<file path="config.mk">
export PLATFORM = sky130hd
export DESIGN_NAME = tile_grid_edge_segment_extractor_core
export DESIGN_NICKNAME = d
export VERILOG_FILES = /design/src/rtl/core/tges_pkg.sv /design/src/rtl/core/tges_queue.sv /design/src/rtl/core/tges_front.sv /design/src/rtl/core/tges_back.sv /design/src/rtl/core/tile_grid_edge_segment_extractor_core.sv
export SDC_FILE = /design/constraint.sdc
export NUM_CORES = 1
export LEC_CHECK = 0
export ABC_CLOCK_PERIOD_IN_PS = 11900
export BUFFER_PORTS_ARGS = -buffer_cell sky130_fd_sc_hd__buf_2
export CAP_MARGIN = 20
export CORE_MARGIN = 5
export CORE_UTILIZATION = 46
export DETAILED_ROUTE_END_ITERATION = 8
export PLACE_DENSITY = 0.69
export SKIP_CTS_REPAIR_TIMING = 1
export SLEW_MARGIN = 30
export SYNTH_ARGS = -nofsm -noshare
export SYNTH_HDL_FRONTEND = slang
export SYNTH_HIERARCHICAL = 1
export SYNTH_SLANG_ARGS = --single-unit
</file>
<file path="constraint.sdc">
create_clock -name clock -period 11.9 [get_ports clock]
set_input_delay 2.38 -clock clock [delete_from_list [all_inputs] [get_ports clock]]
set_output_delay 2.38 -clock clock [all_outputs]
set_load 0.03 [all_outputs]
</file>
<file path="src/rtl/core/tges_pkg.sv">
// Shared constants, codes and helpers for the tile grid edge segment extractor.
`default_nettype none

package tges_pkg;

   localparam int ROW_BITS_W = 16;
   localparam int ROW_W      = 5;
   localparam int KIND_W     = 3;
   localparam int COORD_W    = 11;
   localparam int TILE_W     = 7;
   localparam int BND_W      = 2;
   localparam int CSR_IDX_W  = 1;

   localparam int GRID_WIDTH_DEF  = 16;
   localparam int GRID_HEIGHT_DEF = 16;
   localparam int QUEUE_DEPTH_DEF = 2;

   localparam logic [TILE_W-1:0] TILE_SIZE_RESET = 7'd16;

   localparam logic [CSR_IDX_W-1:0] CSR_TILE_WIDTH  = 1'd0;
   localparam logic [CSR_IDX_W-1:0] CSR_TILE_HEIGHT = 1'd1;

   localparam logic [BND_W-1:0] B_NONE  = 2'd0;
   localparam logic [BND_W-1:0] B_LEFT  = 2'd1;
   localparam logic [BND_W-1:0] B_RIGHT = 2'd2;

   localparam logic [KIND_W-1:0] K_TOP       = 3'd0;
   localparam logic [KIND_W-1:0] K_BOTTOM    = 3'd1;
   localparam logic [KIND_W-1:0] K_MIDDLE    = 3'd2;
   localparam logic [KIND_W-1:0] K_LEFTEDGE  = 3'd3;
   localparam logic [KIND_W-1:0] K_RIGHTEDGE = 3'd4;

   // tile size times a tile index, kept to the coordinate width
   function automatic logic [COORD_W-1:0] scale(input logic [TILE_W-1:0] size,
                                                input logic [ROW_W-1:0] index);
      logic [COORD_W-1:0] a;
      logic [COORD_W-1:0] b;
      a = {{(COORD_W-TILE_W){1'b0}}, size};
      b = {{(COORD_W-ROW_W){1'b0}}, index};
      return a * b;
   endfunction

endpackage

`default_nettype wire

</file>
<file path="src/rtl/core/tges_queue.sv">
// Small first-in first-out queue of classified requests between front and back.
`default_nettype none

module tges_queue #(
   parameter int WIDTH = 8,
   parameter int DEPTH = 2
) (
   input  logic             clock,
   input  logic             reset,
   input  logic             push,
   input  logic [WIDTH-1:0] wdata,
   input  logic             pop,
   output logic [WIDTH-1:0] rdata,
   output logic             full,
   output logic             nonempty
);

   localparam int PTR_W = (DEPTH > 1) ? $clog2(DEPTH) : 1;
   localparam int CNT_W = $clog2(DEPTH + 1);

   logic [WIDTH-1:0] data_ff [DEPTH];
   logic [PTR_W-1:0] wr_ptr_ff, wr_ptr_in;
   logic [PTR_W-1:0] rd_ptr_ff, rd_ptr_in;
   logic [CNT_W-1:0] count_ff, count_in;

   always_comb begin
      wr_ptr_in = wr_ptr_ff;
      rd_ptr_in = rd_ptr_ff;
      count_in  = count_ff;
      if (push) begin
         wr_ptr_in = (wr_ptr_ff == PTR_W'(DEPTH - 1)) ? '0 : wr_ptr_ff + PTR_W'(1);
      end
      if (pop) begin
         rd_ptr_in = (rd_ptr_ff == PTR_W'(DEPTH - 1)) ? '0 : rd_ptr_ff + PTR_W'(1);
      end
      if (push && !pop) begin
         count_in = count_ff + CNT_W'(1);
      end else if (pop && !push) begin
         count_in = count_ff - CNT_W'(1);
      end
   end

   always_ff @(posedge clock) begin
      if (reset) begin
         wr_ptr_ff <= '0;
         rd_ptr_ff <= '0;
         count_ff  <= '0;
      end else begin
         wr_ptr_ff <= wr_ptr_in;
         rd_ptr_ff <= rd_ptr_in;
         count_ff  <= count_in;
      end
   end

   always_ff @(posedge clock) begin
      if (push) begin
         data_ff[wr_ptr_ff] <= wdata;
      end
   end

   assign rdata    = data_ff[rd_ptr_ff];
   assign full     = (count_ff == CNT_W'(DEPTH));
   assign nonempty = (count_ff != '0);

endmodule

`default_nettype wire

</file>
<file path="src/rtl/core/tges_front.sv">
// Front end: accepts rows, compares boundaries in parallel, tracks open vertical runs.
`default_nettype none

module tges_front #(
   parameter int GRID_WIDTH  = tges_pkg::GRID_WIDTH_DEF,
   parameter int GRID_HEIGHT = tges_pkg::GRID_HEIGHT_DEF
) (
   input  logic                                      clock,
   input  logic                                      reset,
   input  logic                                      req_valid,
   output logic                                      req_stall,
   input  logic                                      req_op,
   input  logic [tges_pkg::ROW_BITS_W-1:0]           req_row_bits,
   input  logic                                      q_full,
   output logic                                      q_push,
   output logic [tges_pkg::ROW_W-1:0]                ent_row,
   output logic [tges_pkg::KIND_W-1:0]               ent_hkind,
   output logic [GRID_WIDTH:0]                       ent_hchg,
   output logic [GRID_WIDTH:0]                       ent_hend,
   output logic [GRID_WIDTH:0]                       ent_hdir,
   output logic [GRID_WIDTH:0]                       ent_vclose,
   output logic [GRID_WIDTH:0]                       ent_vdir,
   output logic [GRID_WIDTH:0][tges_pkg::ROW_W-1:0]  ent_vstart
);

   import tges_pkg::*;

   localparam int LINES = GRID_WIDTH + 1;

   logic [GRID_WIDTH-1:0]            prev_row_ff, prev_row_in;
   logic [ROW_W-1:0]                 row_count_ff, row_count_in;
   logic [LINES-1:0][BND_W-1:0]      col_kind_ff, col_kind_in;
   logic [LINES-1:0][ROW_W-1:0]      col_start_ff, col_start_in;

   logic [GRID_WIDTH-1:0]            bits;
   logic [LINES-1:0]                 bits_hi, bits_lo, above, below;
   logic [LINES-1:0][BND_W-1:0]      nbh, nbh_prev, nbv;
   logic                             first_row, accept, extra, live;

   always_comb begin
      bits      = req_row_bits[GRID_WIDTH-1:0];
      bits_hi   = {1'b1, bits};
      bits_lo   = {bits, 1'b1};
      first_row = (row_count_ff == '0);
      above     = {1'b1, prev_row_ff} | {LINES{first_row}};
      below     = bits_hi | {LINES{req_op}};

      for (int t = 0; t < LINES; t++) begin
         nbh[t] = (above[t] && !below[t]) ? B_LEFT :
                  (below[t] && !above[t]) ? B_RIGHT : B_NONE;
      end
      nbh_prev[0] = B_NONE;
      for (int t = 1; t < LINES; t++) begin
         nbh_prev[t] = nbh[t-1];
      end
      for (int t = 0; t < LINES; t++) begin
         ent_hchg[t] = (nbh[t] != nbh_prev[t]);
         ent_hend[t] = (nbh[t] != nbh_prev[t]) && (nbh_prev[t] != B_NONE);
         ent_hdir[t] = (nbh_prev[t] == B_RIGHT);
      end

      for (int c = 0; c < LINES; c++) begin
         if (req_op) begin
            nbv[c] = B_NONE;
         end else begin
            nbv[c] = (bits_lo[c] && !bits_hi[c]) ? B_RIGHT :
                     (bits_hi[c] && !bits_lo[c]) ? B_LEFT : B_NONE;
         end
         ent_vclose[c] = (nbv[c] != col_kind_ff[c]) && (col_kind_ff[c] != B_NONE);
         ent_vdir[c]   = (col_kind_ff[c] == B_RIGHT);
         ent_vstart[c] = col_start_ff[c];
      end

      ent_row   = row_count_ff;
      ent_hkind = first_row ? K_TOP : (req_op ? K_BOTTOM : K_MIDDLE);

      req_stall = q_full;
      accept    = req_valid && !q_full;
      extra     = !req_op && (row_count_ff >= ROW_W'(GRID_HEIGHT));
      live      = accept && !extra;
      q_push    = live && ((|ent_hend) || (|ent_vclose));

      prev_row_in  = prev_row_ff;
      row_count_in = row_count_ff;
      col_kind_in  = col_kind_ff;
      col_start_in = col_start_ff;
      if (live) begin
         if (req_op) begin
            prev_row_in  = '0;
            row_count_in = '0;
            for (int c = 0; c < LINES; c++) begin
               col_kind_in[c]  = B_NONE;
               col_start_in[c] = '0;
            end
         end else begin
            prev_row_in  = bits;
            row_count_in = row_count_ff + ROW_W'(1);
            for (int c = 0; c < LINES; c++) begin
               col_kind_in[c] = nbv[c];
               if ((nbv[c] != col_kind_ff[c]) && (nbv[c] != B_NONE)) begin
                  col_start_in[c] = row_count_ff;
               end
            end
         end
      end
   end

   always_ff @(posedge clock) begin
      if (reset) begin
         prev_row_ff  <= '0;
         row_count_ff <= '0;
         for (int c = 0; c < LINES; c++) begin
            col_kind_ff[c]  <= B_NONE;
            col_start_ff[c] <= '0;
         end
      end else begin
         prev_row_ff  <= prev_row_in;
         row_count_ff <= row_count_in;
         col_kind_ff  <= col_kind_in;
         col_start_ff <= col_start_in;
      end
   end

endmodule

`default_nettype wire

</file>
<file path="src/rtl/core/tges_back.sv">
// Back end: walks a queued request's change points; at most one segment per cycle.
`default_nettype none

module tges_back #(
   parameter int GRID_WIDTH = tges_pkg::GRID_WIDTH_DEF
) (
   input  logic                                      clock,
   input  logic                                      reset,
   input  logic                                      q_valid,
   output logic                                      q_pop,
   input  logic [tges_pkg::ROW_W-1:0]                q_row,
   input  logic [tges_pkg::KIND_W-1:0]               q_hkind,
   input  logic [GRID_WIDTH:0]                       q_hchg,
   input  logic [GRID_WIDTH:0]                       q_hend,
   input  logic [GRID_WIDTH:0]                       q_hdir,
   input  logic [GRID_WIDTH:0]                       q_vclose,
   input  logic [GRID_WIDTH:0]                       q_vdir,
   input  logic [GRID_WIDTH:0][tges_pkg::ROW_W-1:0]  q_vstart,
   input  logic [tges_pkg::TILE_W-1:0]               tile_width,
   input  logic [tges_pkg::TILE_W-1:0]               tile_height,
   output logic                                      rsp_valid,
   input  logic                                      rsp_stall,
   output logic [tges_pkg::KIND_W-1:0]               rsp_list_kind,
   output logic [tges_pkg::COORD_W-1:0]              rsp_start_x,
   output logic [tges_pkg::COORD_W-1:0]              rsp_start_y,
   output logic [tges_pkg::COORD_W-1:0]              rsp_end_x,
   output logic [tges_pkg::COORD_W-1:0]              rsp_end_y,
   output logic                                      rsp_last_of_run
);

   import tges_pkg::*;

   localparam int LINES  = GRID_WIDTH + 1;
   localparam int SCAN   = 2 * LINES;
   localparam int POS_W  = $clog2(LINES);
   localparam int SCAN_W = $clog2(SCAN);

   logic [SCAN-1:0]    visited_ff, visited_in;
   logic [POS_W-1:0]   start_ff, start_in;
   logic               rsp_valid_ff, rsp_valid_in;
   logic [KIND_W-1:0]  kind_ff, kind_in;
   logic [COORD_W-1:0] sx_ff, sx_in, sy_ff, sy_in, ex_ff, ex_in, ey_ff, ey_in;
   logic               last_ff, last_in;

   logic [SCAN-1:0]    scan, emits, remain, lowbit, above_mask;
   logic [SCAN_W-1:0]  pos;
   logic [POS_W-1:0]   t, col;
   logic               horiz, emit, dir, last, out_free, advance;
   logic [ROW_W-1:0]   pa, pb, qa, qb;
   logic [KIND_W-1:0]  kind;
   logic [COORD_W-1:0] xa, xb, ya, yb;

   always_comb begin
      scan       = {q_vclose, q_hchg};
      emits      = {q_vclose, q_hend};
      remain     = scan & ~visited_ff;
      lowbit     = remain & (~remain + SCAN'(1));
      above_mask = ~(lowbit | (lowbit - SCAN'(1)));
      last       = ((emits & above_mask) == '0);

      pos = '0;
      for (int i = 0; i < SCAN; i++) begin
         if (lowbit[i]) begin
            pos = pos | SCAN_W'(i);
         end
      end
      horiz = (pos < SCAN_W'(LINES));
      t     = pos[POS_W-1:0];
      col   = POS_W'(pos - SCAN_W'(LINES));

      if (horiz) begin
         emit = q_hend[t];
         dir  = q_hdir[t];
         pa   = ROW_W'(start_ff);
         pb   = ROW_W'(t);
         qa   = q_row;
         qb   = q_row;
         kind = q_hkind;
      end else begin
         emit = 1'b1;
         dir  = q_vdir[col];
         pa   = ROW_W'(col);
         pb   = ROW_W'(col);
         qa   = q_vstart[col];
         qb   = q_row;
         kind = (col == '0) ? K_LEFTEDGE :
                (col == POS_W'(GRID_WIDTH)) ? K_RIGHTEDGE : K_MIDDLE;
      end

      xa = scale(tile_width, pa);
      xb = scale(tile_width, pb);
      ya = scale(tile_height, qa);
      yb = scale(tile_height, qb);

      out_free = !rsp_valid_ff || !rsp_stall;
      advance  = q_valid && out_free;
      q_pop    = advance && (remain == lowbit);

      visited_in = visited_ff;
      start_in   = start_ff;
      if (advance) begin
         visited_in = q_pop ? '0 : (visited_ff | lowbit);
         if (horiz) begin
            start_in = t;
         end
      end

      rsp_valid_in = out_free ? (advance && emit) : rsp_valid_ff;
      kind_in = kind_ff;
      sx_in   = sx_ff;
      sy_in   = sy_ff;
      ex_in   = ex_ff;
      ey_in   = ey_ff;
      last_in = last_ff;
      if (advance && emit) begin
         kind_in = kind;
         last_in = last;
         if (dir) begin
            sx_in = xa;
            sy_in = ya;
            ex_in = xb;
            ey_in = yb;
         end else begin
            sx_in = xb;
            sy_in = yb;
            ex_in = xa;
            ey_in = ya;
         end
      end
   end

   always_ff @(posedge clock) begin
      if (reset) begin
         visited_ff   <= '0;
         rsp_valid_ff <= 1'b0;
      end else begin
         visited_ff   <= visited_in;
         rsp_valid_ff <= rsp_valid_in;
      end
   end

   always_ff @(posedge clock) begin
      start_ff <= start_in;
      kind_ff  <= kind_in;
      sx_ff    <= sx_in;
      sy_ff    <= sy_in;
      ex_ff    <= ex_in;
      ey_ff    <= ey_in;
      last_ff  <= last_in;
   end

   assign rsp_valid       = rsp_valid_ff;
   assign rsp_list_kind   = kind_ff;
   assign rsp_start_x     = sx_ff;
   assign rsp_start_y     = sy_ff;
   assign rsp_end_x       = ex_ff;
   assign rsp_end_y       = ey_ff;
   assign rsp_last_of_run = last_ff;

endmodule

`default_nettype wire

</file>
<file path="src/rtl/core/tile_grid_edge_segment_extractor_core.sv">
// Top level of the tile grid edge segment extractor: front end, queue, back end, CSRs.
//
//   port group   dir   handshake            payload
//   req_*        in    req_valid/req_stall  op, row_bits
//   rsp_*        out   rsp_valid/rsp_stall  list_kind, start/end x/y, last_of_run
//   csr_*        in    csr_write_en         index, wdata (tile width, tile height)
//
// The front end takes one request per cycle while the queue has room.
// The back end steps through each boundary change on the row line, then each
// closed vertical run: up to 2 * (GRID_WIDTH + 1) change points, 34 for a 16-wide grid.
// A request that yields no segment costs the back end nothing.
// Reset is synchronous; it clears the grid state, the queue and the output valid.
// rsp_stall holds the output register; the queue lets requests keep coming meanwhile until it is full.
`default_nettype none

module tile_grid_edge_segment_extractor_core #(
   parameter int GRID_WIDTH  = tges_pkg::GRID_WIDTH_DEF,
   parameter int GRID_HEIGHT = tges_pkg::GRID_HEIGHT_DEF,
   parameter int QUEUE_DEPTH = tges_pkg::QUEUE_DEPTH_DEF
) (
   input  logic                              clock,
   input  logic                              reset,
   input  logic                              req_valid,
   output logic                              req_stall,
   input  logic                              req_op,
   input  logic [tges_pkg::ROW_BITS_W-1:0]   req_row_bits,
   output logic                              rsp_valid,
   input  logic                              rsp_stall,
   output logic [tges_pkg::KIND_W-1:0]       rsp_list_kind,
   output logic [tges_pkg::COORD_W-1:0]      rsp_start_x,
   output logic [tges_pkg::COORD_W-1:0]      rsp_start_y,
   output logic [tges_pkg::COORD_W-1:0]      rsp_end_x,
   output logic [tges_pkg::COORD_W-1:0]      rsp_end_y,
   output logic                              rsp_last_of_run,
   input  logic                              csr_write_en,
   input  logic [tges_pkg::CSR_IDX_W-1:0]    csr_index,
   input  logic [tges_pkg::TILE_W-1:0]       csr_wdata
);

   import tges_pkg::*;

   localparam int LINES = GRID_WIDTH + 1;
   localparam int QW    = ROW_W + KIND_W + 5 * LINES + LINES * ROW_W;

   logic [TILE_W-1:0] tile_width_ff, tile_width_in;
   logic [TILE_W-1:0] tile_height_ff, tile_height_in;

   logic                         q_push, q_pop, q_full, q_valid;
   logic [QW-1:0]                q_wdata, q_rdata;

   logic [ROW_W-1:0]             f_row, b_row;
   logic [KIND_W-1:0]            f_hkind, b_hkind;
   logic [LINES-1:0]             f_hchg, f_hend, f_hdir, f_vclose, f_vdir;
   logic [LINES-1:0]             b_hchg, b_hend, b_hdir, b_vclose, b_vdir;
   logic [LINES-1:0][ROW_W-1:0]  f_vstart, b_vstart;

   always_comb begin
      tile_width_in  = tile_width_ff;
      tile_height_in = tile_height_ff;
      if (csr_write_en) begin
         if (csr_index == CSR_TILE_WIDTH) begin
            tile_width_in = csr_wdata;
         end else if (csr_index == CSR_TILE_HEIGHT) begin
            tile_height_in = csr_wdata;
         end
      end
   end

   always_ff @(posedge clock) begin
      if (reset) begin
         tile_width_ff  <= TILE_SIZE_RESET;
         tile_height_ff <= TILE_SIZE_RESET;
      end else begin
         tile_width_ff  <= tile_width_in;
         tile_height_ff <= tile_height_in;
      end
   end

   tges_front #(
      .GRID_WIDTH  (GRID_WIDTH),
      .GRID_HEIGHT (GRID_HEIGHT)
   ) u_front (
      .clock        (clock),
      .reset        (reset),
      .req_valid    (req_valid),
      .req_stall    (req_stall),
      .req_op       (req_op),
      .req_row_bits (req_row_bits),
      .q_full       (q_full),
      .q_push       (q_push),
      .ent_row      (f_row),
      .ent_hkind    (f_hkind),
      .ent_hchg     (f_hchg),
      .ent_hend     (f_hend),
      .ent_hdir     (f_hdir),
      .ent_vclose   (f_vclose),
      .ent_vdir     (f_vdir),
      .ent_vstart   (f_vstart)
   );

   assign q_wdata = {f_row, f_hkind, f_hchg, f_hend, f_hdir, f_vclose, f_vdir, f_vstart};

   tges_queue #(
      .WIDTH (QW),
      .DEPTH (QUEUE_DEPTH)
   ) u_queue (
      .clock    (clock),
      .reset    (reset),
      .push     (q_push),
      .wdata    (q_wdata),
      .pop      (q_pop),
      .rdata    (q_rdata),
      .full     (q_full),
      .nonempty (q_valid)
   );

   assign {b_row, b_hkind, b_hchg, b_hend, b_hdir, b_vclose, b_vdir, b_vstart} = q_rdata;

   tges_back #(
      .GRID_WIDTH (GRID_WIDTH)
   ) u_back (
      .clock           (clock),
      .reset           (reset),
      .q_valid         (q_valid),
      .q_pop           (q_pop),
      .q_row           (b_row),
      .q_hkind         (b_hkind),
      .q_hchg          (b_hchg),
      .q_hend          (b_hend),
      .q_hdir          (b_hdir),
      .q_vclose        (b_vclose),
      .q_vdir          (b_vdir),
      .q_vstart        (b_vstart),
      .tile_width      (tile_width_ff),
      .tile_height     (tile_height_ff),
      .rsp_valid       (rsp_valid),
      .rsp_stall       (rsp_stall),
      .rsp_list_kind   (rsp_list_kind),
      .rsp_start_x     (rsp_start_x),
      .rsp_start_y     (rsp_start_y),
      .rsp_end_x       (rsp_end_x),
      .rsp_end_y       (rsp_end_y),
      .rsp_last_of_run (rsp_last_of_run)
   );

   a_no_push_when_full: assert property (@(posedge clock) disable iff (reset)
      q_push |-> !q_full)
      else $error("queue pushed while full");

   a_no_pop_when_empty: assert property (@(posedge clock) disable iff (reset)
      q_pop |-> q_valid)
      else $error("queue popped while empty");

   a_horizontal_flat: assert property (@(posedge clock) disable iff (reset)
      (rsp_valid && (rsp_list_kind == K_TOP || rsp_list_kind == K_BOTTOM))
         |-> (rsp_start_y == rsp_end_y))
      else $error("top or bottom segment is not horizontal");

   a_vertical_edge: assert property (@(posedge clock) disable iff (reset)
      (rsp_valid && (rsp_list_kind == K_LEFTEDGE || rsp_list_kind == K_RIGHTEDGE))
         |-> (rsp_start_x == rsp_end_x))
      else $error("grid edge segment is not vertical");

endmodule

`default_nettype wire

</file>
==> metrics.csv <==
metric,value,unit
pre-CTS setup slack,1670,ps
most used routing layer,met2,
post-synth cell types,86,
Crit path largest cell delay,950,ps
type of the worst setup path,flop to flop,
final worst path period need,10050,ps
sequential area share after synthesis,51.1,%
met3 usage,3.52,%
Final ANT Viol Nets,0,
RePlAce Congestion,0.914,
synthesized area,31500,um^2
Finished Layout Cells,3604,
Post-synth ARST share,0,%
Clock Skews,62.6,ps
root buf cell,clkbuf_16,
worst-margin pin slew,1030,ps
Post-Route WL,77.5,mm
antenna violations before repair,10,
area delta synth->final,9.93,%
Setup-failing EPs final,0,
HPWL after detailed placement,54.2,mm
clock sinks,601,
GR Layer Usage met2,33.1,%
vias per cell,5.68,
Starting Density,46.2,%
Post-synth top flop,edfxtp_1,
Core Box Area,68300,um^2
Synth Warn #,6,
hold crit path type,flop to flop,
final hold violation count,0,
Power Density,217,nW/um^2
Die ar.,73900,um^2
vias in the first global route,20356,
synthesized flop and latch total,601,
worst path arrival time,10420,ps
"CTS clk-pin slew, worst paths",60,ps
First-pass DRT Iterations,5,
largest cells by area after synthesis,"edfxtp_1 39%, dfxtp_1 12%, mux2_4 5.4%, ha_1 4.5%, fa_1 3.6%",
Leak,13.5,nW
I/O pin total,80,
"Slowest-stage cell, CP",dfxtp_4,
DP Cell Count,3481,
Max clock buf depth,3,
global-route wire length before repair,120,mm
Die X,272,um
Clock Latency Late Sink,650,ps
max_slew headroom,30.9,%
cts bufs inserted,61,
Iter 0 DRT Violations,1751,
Rows,96,
routed via count,20477,
setup_tns,0,ps
CTS tree,done,
CP endpoint kind,flop,
Overall Global Routing Usage,20.5,%
period utilization,84.5,%
Max-Cap Viols,0,
Yosys top cell by area,edfxtp_1,
cell count after synthesis,2621,
Synth Area per Inst,12.0,um^2
WL per Instance,21.5,um
max frequency,0.0995,GHz
Die Ht,272,um
GRT overflow,0,
outcome,finished clean,
H-Tree Depth,2,
fin nets,2862,
VDD IR max,0.000165,V
crit-path max FO,57,
# DRC,0,
Port-buffer cells,79,
CP startpoint kind,flop,
met1 Use GR,28.8,%
count of pins over their slew limit,0,
Post-synth EDFFs,409,
share of post-route cells with drive strength above 1,17.7,%
"Worst Setup Slack, final",1850,ps
Worst EP required,12270,ps
RSZ-0062 raised after global routing,no,
largest net degree at the start of global routing,102,
area share of the largest cell type after synthesis,38.9,%
sequential cells by signal, summed over array words and instances (netlist names), 2 cells and up, named ones only:
name,cells
u_front/col_kind_ff,32
u_front/ent_row,5
tile_width_ff,7
u_queue/count_ff,2
u_front/prev_row_ff,16
u_back/rsp_start_y,11
u_back/rsp_end_x,11
u_queue/data_ff,356
u_front/ent_vstart,85
u_back/rsp_start_x,11
tile_height_ff,7
u_back/start_ff,5
u_back/rsp_end_y,11
u_back/visited_ff,34
u_back/rsp_list_kind,3
layout by cell type (no fill, tap or decap), types with 8 or more instances in the layout:
| cell type | count |
|---|---|
| a21oi_1 | 118 |
| a22oi_1 | 55 |
| a31oi_1 | 25 |
| and2_1 | 74 |
| and3_1 | 15 |
| buf_2 | 78 |
| buf_4 | 15 |
| clkbuf_1 | 13 |
| clkbuf_16 | 61 |
| clkinv_2 | 15 |
| dfxtp_1 | 191 |
| edfxtp_1 | 409 |
| fa_1 | 56 |
| ha_1 | 112 |
| inv_1 | 130 |
| mux2_1 | 15 |
| mux2_2 | 82 |
| mux2_4 | 114 |
| mux2i_1 | 90 |
| mux4_2 | 24 |
| nand2_1 | 138 |
| nand2b_1 | 83 |
| nand3_1 | 47 |
| nand4_1 | 23 |
| nor2_1 | 225 |
| nor2b_1 | 83 |
| nor3_1 | 41 |
| nor3b_1 | 14 |
| nor4_1 | 15 |
| nor4b_1 | 26 |
| o211ai_1 | 8 |
| o21a_1 | 12 |
| o21ai_0 | 33 |
| o21bai_1 | 13 |
| o22ai_1 | 18 |
| or2_2 | 19 |
| xnor2_1 | 67 |
| xor2_1 | 15 |
per-stage QoR:
step	hold slack (ps)	instance area (um^2)	power (mW)	utilization [%]
final	443	34700	7.52	50.7
after global routing	465	34700	7.88	50.7
after CTS	442	34600	7.57	50.7
after detailed placement	432	32700	5.68	47.8
after global placement	424	32500	5.59	47.6
after floorplan	417	31600	4.90	-
worst max-delay path: cells and delay by family, from the launching register on:
family	cells	cell delay (ps)
AO/OA/AOI/OAI	7	1220
buffers and inverters	4	1190
multiplexers	4	910
adder cells (fa/ha/maj)	5	2240
AND/OR/NAND/NOR	9	2260
XOR/XNOR	3	950
flip-flops	1	950
power breakdown:
group	leakage [nW]	internal [mW]	switching [mW]	total, mW
logic	6.95	1.04	1.72	2.76
registers	5.53	2.77	0.119	2.89
clock network	0.971	1.04	0.832	1.87
path summary, 6_finish.rpt:
check                         startpoint  slack (ps)                     end  depth (start not counted)
setup reg to reg                    flop        1850    u_back/rsp_end_y[10]                         32
setup / recovery                    flop        1850    u_back/rsp_end_y[10]                         32
hold reg to reg   u_front/ent_vstart[69]         440  u_front/ent_vstart[69]                          2
hold / removal    u_front/ent_vstart[69]         440  u_front/ent_vstart[69]                          2
cell type report:
class,instances,area (um^2)
Timing Repair Buffer,102,678
Inverter,132,498
Clock buffer,81,1670
Clock inverter,35,298
Fill cell,5828,33700
Tap cell,882,1100
Antenna cell,6,15.0
Sequential cell,601,16100
Multi-Input combinational cell,1765,14300
metal layers:
layer / part of all wire (%) / up-vias / wire (um)
met4: 2.7 / 4 / 2110
met2: 46 / 671 / 35900
li1: - / 9527 / -
met5: 0.034 / - / 26
met1: 44 / 10146 / 34300
met3: 6.6 / 129 / 5100
kinds of logic (layout without fill, tap and decap cells):
group | Yosys count | in the layout | share of synthesized area [%]
other | 1 | 10 | 0.0119
muxes | 325 | 325 | 13.5
xor gates and xnor gates | 83 | 83 | 2.33
AOI/OAI and AO/OA | 341 | 341 | 6.94
buffers and inverters | 258 | 350 | 3.93
DFF | 601 | 601 | 51.1
adders and majority gates | 171 | 171 | 8.10
and+or+nand+nor | 841 | 841 | 14.1
synth_stat cells, types with 4 or more instances:
| master | n |
|---|---|
| edfxtp_1 | 409 |
| nor2_1 | 228 |
| dfxtp_1 | 192 |
| nand2_1 | 138 |
| inv_1 | 130 |
| a21oi_1 | 118 |
| mux2_4 | 114 |
| ha_1 | 113 |
| mux2i_1 | 90 |
| nor2b_1 | 84 |
| nand2b_1 | 83 |
| mux2_2 | 82 |
| and2_1 | 75 |
| xnor2_1 | 67 |
| fa_1 | 56 |
| a22oi_1 | 55 |
| clkbuf_1 | 50 |
| nand3_1 | 47 |
| nor3_1 | 42 |
| buf_2 | 35 |
| o21ai_0 | 34 |
| a31oi_1 | 26 |
| nor4b_1 | 26 |
| buf_6 | 24 |
| mux4_2 | 24 |
| nand4_1 | 23 |
| or2_2 | 19 |
| o22ai_1 | 18 |
| and3_1 | 15 |
| mux2_1 | 15 |
| nor4_1 | 15 |
| xor2_1 | 15 |
| nor3b_1 | 14 |
| o21bai_1 | 13 |
| buf_4 | 12 |
| o21a_1 | 12 |
| o211ai_1 | 8 |
| a21o_1 | 7 |
| a41oi_1 | 7 |
| a211oi_1 | 6 |
| buf_1 | 5 |
| or3_1 | 5 |
| a311oi_1 | 4 |
| o31ai_1 | 4 |
(Power assumes the default switching activity.)
